--- src/msur_pkg.sv ---
package msur_pkg;

  localparam int LANE_MAX = 8;
  localparam int ECHO_W   = 5;
  localparam int IDX_W    = 3;
  localparam int DIST_W   = 14;
  localparam int TIME_W   = 32;
  localparam int PAUSE_W  = 24;
  localparam int MAXD_W   = 10;
  localparam int QUOT_W   = 15;

  localparam logic [PAUSE_W-1:0] LOW_TICKS  = 24'd2;
  localparam logic [PAUSE_W-1:0] HIGH_TICKS = 24'd10;

  // floor(8*d/29) for d below 2**16 as (8*d * ceil(2**24/29)) >> 24
  localparam int FAST_W      = 16;
  localparam int PROD_IN_W   = 19;
  localparam int RECIP_W     = 20;
  localparam int RECIP_SHIFT = 24;
  localparam logic [RECIP_W-1:0] RECIP = 20'd578525;

  localparam int ADDR_W = 4;
  localparam logic [ADDR_W-1:0] ADDR_ENABLE = 4'h0;
  localparam logic [ADDR_W-1:0] ADDR_MAXD   = 4'h4;
  localparam logic [ADDR_W-1:0] ADDR_PAUSE  = 4'h8;

  localparam logic [MAXD_W-1:0]  MAXD_RESET  = 10'd400;
  localparam logic [PAUSE_W-1:0] PAUSE_RESET = 24'd500000;

  typedef logic [TIME_W-1:0] tick_t;

  typedef enum logic [2:0] {
    PH_IDLE,
    PH_LOW,
    PH_HIGH,
    PH_WAIT,
    PH_PAUSE
  } phase_t;

  typedef struct packed {
    logic [ECHO_W-1:0] trig;
    logic              rvalid;
    logic [IDX_W-1:0]  idx;
    tick_t             dur;
    logic              started;
    logic              done;
  } seq_res_t;

  typedef struct packed {
    logic [ECHO_W-1:0] trig;
    logic              rvalid;
    logic [IDX_W-1:0]  idx;
    logic [DIST_W-1:0] distance;
    logic              started;
    logic              done;
  } out_word_t;

endpackage

--- src/msur_lane.sv ---
module msur_lane (
  input  logic           clk,
  input  logic           rst,
  input  logic           step,
  input  logic           echo,
  input  msur_pkg::tick_t time_now,
  input  logic           clr,
  output logic           fin_now,
  output msur_pkg::tick_t dur_now
);
  import msur_pkg::*;

  logic  prev;
  logic  fin;
  tick_t start;
  tick_t dur;
  logic  rise;
  logic  fall;
  tick_t elapsed;

  assign rise    = echo & ~prev;
  assign fall    = ~echo & prev;
  assign elapsed = time_now - start;

  // a falling edge this tick is visible to the sequencer in the same tick
  assign fin_now = fin | fall;
  assign dur_now = fall ? elapsed : dur;

  always_ff @(posedge clk) begin
    if (rst) begin
      prev <= 1'b0;
      fin  <= 1'b0;
    end else if (step) begin
      prev <= echo;
      fin  <= fin_now & ~clr;
    end
  end

  always_ff @(posedge clk) begin
    if (step) begin
      if (rise) begin
        start <= time_now;
      end
      if (fall) begin
        dur <= elapsed;
      end
    end
  end

endmodule

--- src/msur_seq.sv ---
module msur_seq #(
  parameter int SENSOR_COUNT = 5
) (
  input  logic                           clk,
  input  logic                           rst,
  input  logic                           step,
  input  logic                           enable,
  input  logic [msur_pkg::PAUSE_W-1:0]   pause,
  input  logic [msur_pkg::LANE_MAX-1:0]  fin_now,
  input  msur_pkg::tick_t                dur_now [msur_pkg::LANE_MAX],
  output logic [msur_pkg::LANE_MAX-1:0]  clr,
  output msur_pkg::seq_res_t             res
);
  import msur_pkg::*;

  localparam logic [IDX_W-1:0] LAST_IDX = IDX_W'(SENSOR_COUNT - 1);

  phase_t             phase, phase_next;
  logic [PAUSE_W-1:0] cnt, cnt_next, cnt_inc;
  logic [IDX_W-1:0]   cur, cur_next;
  logic               started, started_next;
  logic [LANE_MAX-1:0] trig_wide;

  assign cnt_inc   = cnt + 1'b1;
  assign trig_wide = LANE_MAX'(1) << cur_next;

  always_comb begin
    phase_next   = phase;
    cnt_next     = cnt;
    cur_next     = cur;
    started_next = started;
    clr          = '0;
    res          = '0;
    unique case (phase)
      PH_IDLE: begin
        if (enable) begin
          cur_next   = '0;
          cnt_next   = '0;
          phase_next = PH_LOW;
        end
      end
      PH_LOW: begin
        cnt_next = cnt_inc;
        if (cnt_inc >= LOW_TICKS) begin
          cnt_next   = '0;
          phase_next = PH_HIGH;
        end
      end
      PH_HIGH: begin
        cnt_next = cnt_inc;
        if (cnt_inc >= HIGH_TICKS) begin
          cnt_next   = '0;
          phase_next = PH_WAIT;
        end
      end
      PH_WAIT: begin
        if (fin_now[cur]) begin
          clr[cur]     = 1'b1;
          started_next = 1'b1;
          res.rvalid   = 1'b1;
          res.idx      = cur;
          res.dur      = dur_now[cur];
          cnt_next     = '0;
          if (cur == LAST_IDX) begin
            res.done   = 1'b1;
            phase_next = (pause == '0) ? PH_IDLE : PH_PAUSE;
          end else begin
            cur_next   = cur + 1'b1;
            phase_next = PH_LOW;
          end
        end
      end
      PH_PAUSE: begin
        cnt_next = cnt_inc;
        if (cnt_inc >= pause) begin
          cnt_next   = '0;
          phase_next = PH_IDLE;
        end
      end
      default: begin
        phase_next = PH_IDLE;
      end
    endcase
    res.started = started_next;
    res.trig    = (phase_next == PH_HIGH) ? trig_wide[ECHO_W-1:0] : '0;
  end

  always_ff @(posedge clk) begin
    if (rst) begin
      phase   <= PH_IDLE;
      cnt     <= '0;
      cur     <= '0;
      started <= 1'b0;
    end else if (step) begin
      phase   <= phase_next;
      cnt     <= cnt_next;
      cur     <= cur_next;
      started <= started_next;
    end
  end

endmodule

--- src/msur_dist.sv ---
module msur_dist (
  input  logic                       clk,
  input  logic                       rst,
  input  logic                       adv,
  input  logic                       in_pv,
  input  msur_pkg::seq_res_t         res,
  input  logic [msur_pkg::DIST_W-1:0] lim,
  output logic                       out_pv,
  output msur_pkg::out_word_t        word
);
  import msur_pkg::*;

  logic        a_pv;
  seq_res_t    a_res;
  logic [DIST_W-1:0] a_lim;

  logic        b_pv;
  seq_res_t    b_res;
  logic [DIST_W-1:0] b_lim;
  logic        b_big;
  logic [QUOT_W-1:0] b_quot;

  logic [PROD_IN_W-1:0] prod_in;
  logic [PROD_IN_W+RECIP_W-1:0] prod;

  // durations of 2**16 ticks and more are past any limit
  assign prod_in = {a_res.dur[FAST_W-1:0], 3'b000};
  assign prod    = prod_in * RECIP;

  always_ff @(posedge clk) begin
    if (rst) begin
      a_pv <= 1'b0;
      b_pv <= 1'b0;
    end else if (adv) begin
      a_pv <= in_pv;
      b_pv <= a_pv;
    end
  end

  always_ff @(posedge clk) begin
    if (adv) begin
      a_res  <= res;
      a_lim  <= lim;
      b_res  <= a_res;
      b_lim  <= a_lim;
      b_big  <= |a_res.dur[TIME_W-1:FAST_W];
      b_quot <= prod[RECIP_SHIFT +: QUOT_W];
    end
  end

  assign out_pv = b_pv;

  always_comb begin
    word          = '0;
    word.trig     = b_res.trig;
    word.rvalid   = b_res.rvalid;
    word.idx      = b_res.idx;
    word.started  = b_res.started;
    word.done     = b_res.done;
    if (b_res.rvalid) begin
      if (b_big || (b_quot > QUOT_W'(b_lim))) begin
        word.distance = b_lim;
      end else begin
        word.distance = b_quot[DIST_W-1:0];
      end
    end
  end

endmodule

--- src/multi_sensor_ultrasonic_ranger.sv ---
// an accepted input word passes dist stages a and b, then the output register
// throughput: one word per cycle while s_tready is high; one result word per input tick
// stall: a two-entry output buffer holds results, s_tready drops only when both are full
// reset (rst, synchronous): sequencer idle, tick counter, echo flags and sticky
// started flag cleared, registers back to enable 1, limit 400 cm, pause 500000 ticks
module multi_sensor_ultrasonic_ranger #(
  parameter int SENSOR_COUNT = 5
) (
  input  logic        clk,
  input  logic        rst,
  input  logic        s_tvalid,
  output logic        s_tready,
  input  logic [7:0]  s_tdata,   // [4:0] echo_levels
  output logic        m_tvalid,
  input  logic        m_tready,
  output logic [23:0] m_tdata,   // [4:0] trigger_levels, [7:5] sensor_index,
                                 // [21:8] distance, [22] started
  output logic        m_tuser,   // [0] result_valid
  output logic        m_tlast,   // sweep_done
  input  logic        psel,
  input  logic        penable,
  input  logic        pwrite,
  input  logic [msur_pkg::ADDR_W-1:0] paddr,
  input  logic [31:0] pwdata,
  output logic [31:0] prdata,
  output logic        pready
);
  import msur_pkg::*;

  logic               enable;
  logic [MAXD_W-1:0]  max_distance_cm;
  logic [PAUSE_W-1:0] sweep_pause_ticks;
  logic               cfg_wr;

  tick_t               time_counter;
  logic [LANE_MAX-1:0] echo_ext;
  logic [LANE_MAX-1:0] fin_now;
  logic [LANE_MAX-1:0] clr;
  tick_t               dur_now [LANE_MAX];
  seq_res_t            res;

  logic      adv;
  logic      acc;
  logic      pipe_pv;
  out_word_t pipe_word;
  out_word_t main_word;
  out_word_t skid_word;
  logic      skid_valid;
  logic      push;
  logic      pop;

  // configuration port
  assign pready = 1'b1;
  assign cfg_wr = psel & penable & pwrite & pready;

  always_ff @(posedge clk) begin
    if (rst) begin
      enable            <= 1'b1;
      max_distance_cm   <= MAXD_RESET;
      sweep_pause_ticks <= PAUSE_RESET;
    end else if (cfg_wr) begin
      unique case (paddr)
        ADDR_ENABLE: enable            <= pwdata[0];
        ADDR_MAXD:   max_distance_cm   <= pwdata[MAXD_W-1:0];
        ADDR_PAUSE:  sweep_pause_ticks <= pwdata[PAUSE_W-1:0];
        default: ;
      endcase
    end
  end

  always_comb begin
    unique case (paddr)
      ADDR_ENABLE: prdata = {31'b0, enable};
      ADDR_MAXD:   prdata = {{(32-MAXD_W){1'b0}}, max_distance_cm};
      ADDR_PAUSE:  prdata = {{(32-PAUSE_W){1'b0}}, sweep_pause_ticks};
      default:     prdata = '0;
    endcase
  end

  // input side
  assign adv      = ~skid_valid;
  assign s_tready = adv;
  assign acc      = s_tvalid & s_tready;
  assign echo_ext = {{(LANE_MAX-ECHO_W){1'b0}}, s_tdata[ECHO_W-1:0]};

  always_ff @(posedge clk) begin
    if (rst) begin
      time_counter <= '0;
    end else if (acc) begin
      time_counter <= time_counter + 1'b1;
    end
  end

  for (genvar k = 0; k < LANE_MAX; k++) begin : g_lane
    if (k < SENSOR_COUNT) begin : g_on
      msur_lane u_lane (
        .clk      (clk),
        .rst      (rst),
        .step     (acc),
        .echo     (echo_ext[k]),
        .time_now (time_counter),
        .clr      (clr[k]),
        .fin_now  (fin_now[k]),
        .dur_now  (dur_now[k])
      );
    end else begin : g_off
      assign fin_now[k] = 1'b0;
      assign dur_now[k] = '0;
    end
  end

  msur_seq #(
    .SENSOR_COUNT (SENSOR_COUNT)
  ) u_seq (
    .clk     (clk),
    .rst     (rst),
    .step    (acc),
    .enable  (enable),
    .pause   (sweep_pause_ticks),
    .fin_now (fin_now),
    .dur_now (dur_now),
    .clr     (clr),
    .res     (res)
  );

  msur_dist u_dist (
    .clk    (clk),
    .rst    (rst),
    .adv    (adv),
    .in_pv  (acc),
    .res    (res),
    .lim    ({max_distance_cm, 4'b0000}),
    .out_pv (pipe_pv),
    .word   (pipe_word)
  );

  // output register with skid entry
  assign push = adv & pipe_pv;
  assign pop  = m_tvalid & m_tready;

  always_ff @(posedge clk) begin
    if (rst) begin
      m_tvalid   <= 1'b0;
      skid_valid <= 1'b0;
    end else if (skid_valid) begin
      if (pop) begin
        skid_valid <= 1'b0;
      end
    end else if (push) begin
      if (m_tvalid && !pop) begin
        skid_valid <= 1'b1;
      end else begin
        m_tvalid <= 1'b1;
      end
    end else if (pop) begin
      m_tvalid <= 1'b0;
    end
  end

  always_ff @(posedge clk) begin
    if (skid_valid) begin
      if (pop) begin
        main_word <= skid_word;
      end
    end else if (push) begin
      if (m_tvalid && !pop) begin
        skid_word <= pipe_word;
      end else begin
        main_word <= pipe_word;
      end
    end
  end

  assign m_tdata = {1'b0, main_word.started, main_word.distance, main_word.idx,
                    main_word.trig};
  assign m_tuser = main_word.rvalid;
  assign m_tlast = main_word.done;

endmodule

--- config.mk ---
export PLATFORM = sky130hd
export DESIGN_NAME = multi_sensor_ultrasonic_ranger
export DESIGN_NICKNAME = d
export VERILOG_FILES = /design/src/msur_pkg.sv /design/src/msur_lane.sv /design/src/msur_seq.sv /design/src/msur_dist.sv /design/src/multi_sensor_ultrasonic_ranger.sv
export SDC_FILE = /design/constraint.sdc
export NUM_CORES = 2
export LEC_CHECK = 0
export ABC_AREA = 0
export BUFFER_PORTS_ARGS = -buffer_cell sky130_fd_sc_hd__buf_2
export CAP_MARGIN = 20
export CORE_MARGIN = 8
export CORE_UTILIZATION = 40
export DETAILED_ROUTE_END_ITERATION = 16
export PLACE_DENSITY_LB_ADDON = 0.1
export SYNTH_ARGS = -nofsm -noshare
export SYNTH_HDL_FRONTEND = slang
export SYNTH_HIERARCHICAL = 1
export SYNTH_SLANG_ARGS = --single-unit
--- constraint.sdc ---
create_clock -name clk -period 15.9 [get_ports clk]
set_input_delay 0 -clock clk [delete_from_list [all_inputs] [get_ports clk]]
set_output_delay 0 -clock clk [all_outputs]
set_load 0.05 [all_outputs]
# Yosys cells after proc, flatten, opt, wreduce, memory -nomap -nowiden
# Cells that the tools add are included.
[totals]
out_inout_bits = 61
wordCells = 205
ff_bits = 572
in_bits = 51
[classes]
n_mux = 50
n_reduce_logical = 24
eq_ne = 13
magnitude_cmp = 7
n_addsub = 8
bitwise = 42
shift = 1
multipliers = 1
[ops]
columns = ["op", "n"]
rows = [
  ["$mux W32", 7],
  ["$sub A32 B32 Y32", 5],
  ["$mux W24", 5],
  ["$pmux W24 S5", 1],
  ["$mux W25", 4],
  ["$bmux W32 S3", 1],
  ["$pmux W24 S3", 1],
  ["$mul A16 B20 Y36 const B", 1],
  ["$mux W36", 1],
  ["$add A32 B1 Y32 const B", 1],
  ["$mux W3", 10],
  ["$mux W14", 2],
  ["$add A24 B1 Y24 const B", 1],
  ["$ge A24 B2 Y1 const B", 1],
  ["$ge A24 B24 Y1", 1],
  ["$ge A24 B4 Y1 const B", 1],
  ["$logic_not A24 Y1", 1],
  ["$and A1 B1 Y1", 20],
  ["$reduce_and A2 Y1", 9],
  ["$not A1 Y1", 16],
  ["$reduce_or A16 Y1", 1],
  ["$gt A15 B14 Y1", 1],
  ["$pmux W3 S5", 1],
  ["$mux W1", 12],
  ["27 further kinds", 42],
]

# Depth between registers and ports, before layout
[depth]
word_depth = 9
ltp_mapped = 20

# Cells and area by module
# Netlist, hierarchy kept.
[modules_own_cells]
columns = ["module", "area_per_inst_um2", "cells_per_inst", "instances"]
rows = [
  ["msur_lane", 4212.8, 420, 5],
  ["msur_dist", 9460.3, 841, 1],
  ["msur_seq", 5063.6, 605, 1],
  ["multi_sensor_ultrasonic_ranger", 5012.3, 458, 1],
]

# Least setup slack after synthesis
# No wires, ideal clock.
[synth_path]
kind = "register -> register"
startpoint = "register skid_valid"
endpoint = "register u_seq.cnt[5]"
n_path_buf = 2
required_time_ps = 15825
slack_ps = 9766
path_stages_with_launch = 9
t_arrival_ps = 6059
path_cell_list = "dfxtp_1 nand2b_1 clkbuf_1 inv_1 o21ai_0 o31ai_4 buf_2 nand2_1 o22ai_1"
[synth_via]
elab_chain_cells = 3
[synth_lines]
columns = ["item", "line_no", "rtl"]
rows = [
  ["start: declaration", "multi_sensor_ultrasonic_ranger.sv:48", "logic skid_valid;"],
  ["start signal: assignment", "multi_sensor_ultrasonic_ranger.sv:144", "skid_valid <= 1'b0;"],
  ["start signal: assignment", "multi_sensor_ultrasonic_ranger.sv:147", "skid_valid <= 1'b0;"],
  ["start signal: assignment", "multi_sensor_ultrasonic_ranger.sv:151", "skid_valid <= 1'b1;"],
  ["$not A1 Y1 (no source line)", "--", ""],
  ["$and A1 B1 Y1", "multi_sensor_ultrasonic_ranger.sv:83", "assign acc = s_tvalid & s_tready;"],
  ["via acc", "multi_sensor_ultrasonic_ranger.sv:43", "logic acc;"],
  ["$reduce_and A4 Y1 (no source line)", "--", ""],
  ["end signal: assignment", "msur_seq.sv:96", "cnt <= cnt_next;"],
  ["end: declaration", "msur_seq.sv:19", "logic [PAUSE_W-1:0] cnt, cnt_next, cnt_inc;"],
]
# The timed path passes the listed nets, and every way through them passes these cells.
# A chain may end at the register's enable or synchronous reset.

# Worst setup path in the final report
[layout_path]
startpoint = "register u_dist/a_res[10] in the netlist's numbering"
endpoint = "register u_dist.b_quot[14] (data pin)"
[layout_via]
elab_chain_cells = 1
[layout_lines]
columns = ["item", "line_no", "rtl"]
rows = [
  ["start: declaration", "msur_dist.sv:14", "seq_res_t a_res;"],
  ["start signal: assignment", "msur_dist.sv:42", "a_res <= res;"],
  ["$mul A16 B20 Y36", "msur_dist.sv:28", "assign prod = prod_in * RECIP;"],
  ["via u_dist.prod[38]", "msur_dist.sv:24", "logic [PROD_IN_W+RECIP_W-1:0] prod;"],
  ["end signal: assignment", "msur_dist.sv:47", "b_quot <= prod[RECIP_SHIFT +: QUOT_W];"],
  ["end: declaration", "msur_dist.sv:21", "logic [QUOT_W-1:0] b_quot;"],
]
# The timed path passes the listed nets, and every way through them passes these cells.

==> metrics <==
status finished, final reports clean; Initial Util 0.401; CTS tree built; crit path cell chain fa_1, inv_1, fa_1, inv_1, fa_1, fa_1, fa_1, inv_1, fa_1, inv_1, ha_1, a21oi_1, nor3_1, o21ai_0, nand4_1, or2_1, a41oi_2, mux2i_1; WP data required 16360 ps; leakage dissipation 19.5 nW; Worst Hold Class primary input to flop; post-route cell area 45500 µm²; most numerous cell on the critical path fa_1; Bufs on Longest Clock Path 3; first-pass GRT wire length 169000 µm; CP startpoint kind flop; Slew Viols, Final 0; layout cells sized above 1 0.107; Avg Cell Area, Syn 10.1 µm²; CTS Buf Count 71; DR DRC count 0; Largest delay share family, worst path adder cells; synth warn 6; worst reg2reg path endpoint u_dist/b_quot[14]$_DFFE_PP_; I/O Pins about 110; reg2reg start u_dist/a_res[10]$_DFFE_PP_; WHS Endpoint skid_valid$_SDFF_PP0_; VDD IR-drop max 0.0000671 V; Placed Cells 5426; final std cells w/o fill 5601; H-Tree Level Count 3; Rows 117; Final Critical Period 6310 ps; slowest CP cell fa_1; Area growth syn-to-layout 12.1%; hpwl dp slightly above 80000 µm; Max Fclk 158 MHz; remaining global-route overflow 0; initial antenna violation count 4; RSZ-0062 raised after global routing no; Fin. Hold Viols 0; Antenna Nets Post-Route 0; Worst EP arrival 6780 ps; Root Buffer clkbuf_16; final wirelength 107000 µm; Worst Path Buf+Inv 4; die area 112000 µm²; vias in the first global route 29800; final setup slack of the worst path 9590 ps; CP Class flop to flop; R2R setup slack 9590 ps; Clock Latency Late Sink 640 ps; # nets final 4678; total track usage 0.190; setup violators final 0; Placeable Area 101000 µm²; Via density between 5 and 6; max incr delay on CP 630 ps; Die H 335 µm; PD cells approximately 80 nW/µm²; Pre-antenna DRT Iters 5; CP Max Fanout 8; worst slack, placed 9520 ps; routability congestion estimate 0.889; Final Cycle Share 0.397; Synth Cell Area 40600 µm²; Worst Hold Launch m_tready; Clk pin slew, worst setup/hold paths 60 ps; clock skew approximately 25 ps; Least-Margin Pin Slew 991 ps; hold path depth 3; overall power 3.74 mW; Iteration-0 DRC Markers roughly 1600; worst r2r path cells 18; Die W 335 µm; Routed WL per cell 19.2 µm; post_cts resized 0; Sum Neg Setup Slack 0 ps; Mapped Cells 4000; DR vias 29800; largest net degree at the start of global routing 94; max_cap viols 0; max_slew headroom 0.338; Setup crit end kind flop; filler cell count between 9000 and 10000; DP Area 42700 µm²; # port buffers 90; clk sinks 580
metal layers:
metal	track usage	routed length [µm]	up-vias
met5	0	0	-
met4	0.0524	2770	0
met3	0.0225	3620	158
met2	0.319	50300	500
met1	0.258	50700	14400
li1	-	-	14800
repair_timing:
action	CTS	global route
setup buffers	0	0
hold buffers	43	0
endpoints found under the hold margin	85	0
tightest hold or removal path: stages:
cell           delay (ps)
dlygate4sd3_1         510
buf_2                 120
a211oi_1               80
power breakdown:
group / total [mW] / switching (mW) / internal (mW)
Combinational: 0.359 / 0.227 / 0.132
Clock: 1.65 / 0.685 / 0.966
Sequential: 1.73 / 0.0271 / 1.71
sequential cells by signal (all words and copies together), names as in the netlist, 14 cells and up:
signal	count
u_seq/cnt	24
u_dist/a_lim	14
u_dist/a_res	43
m_tdata	23
u_dist/b_quot	15
sweep_pause_ticks	24
time_counter	32
u_dist/b_lim	14
g_lane.g_on.u_lane/start	160
skid_word	25
g_lane.g_on.u_lane/dur	160
worst max-delay path by stage:
stage	slack, ps	start	endpoint	cells past startpoint
final	9590	u_dist/a_res[10]$_DFFE_PP_	u_dist/b_quot[14]$_DFFE_PP_	18
after global routing	9260	u_dist/a_res[7]$_DFFE_PP_	u_dist/b_quot[11]$_DFFE_PP_	18
after CTS	9500	u_dist/a_res[10]$_DFFE_PP_	u_dist/b_quot[14]$_DFFE_PP_	18
after detailed placement	9520	u_dist/a_res[10]$_DFFE_PP_	u_dist/b_quot[14]$_DFFE_PP_	18
after global placement	9530	u_dist/a_res[16]$_DFFE_PP_	u_dist/b_quot[14]$_DFFE_PP_	18
after floorplan	9770	skid_valid$_SDFF_PP0_	u_seq/cnt[5]$_SDFFE_PP0P_	8
layout make-up:
cell class              count  area (µm²)  area share
inverters                 445        1680      0.0369
multi-input cells        2910       22300       0.490
clock buffers              87        1880      0.0413
diodes                      1        2.50   0.0000550
repair buffers            167        1170      0.0256
well taps                1368        1710      0.0376
flip-flops and latches    580       16300       0.358
clock inverters            43         462      0.0101
metrics by stage:
step / util / hold WS [ps]
2_1_floorplan: - / 72.4
3_3_place_gp: 0.422 / 212
3_5_place_dp: 0.422 / 218
4_1_cts: 0.450 / 75.9
5_1_grt: 0.450 / 116
6_report: 0.450 / 127
cells in the final DEF (no fill, tap or decap), drive strengths merged, types with 57 or more instances in the layout:
cell type and n:
a21o 66, a21oi 302, buf 124, clkbuf 87, conb 113, dfxtp 112
edfxtp 468, fa 116, ha 336, inv 454, mux4 66, nand2 461
nand3 80, nor2 138, nor3 64, o21a 57, o21ai 229, xnor2 99
xor2 62
Power figures use the tool's default switching activity.
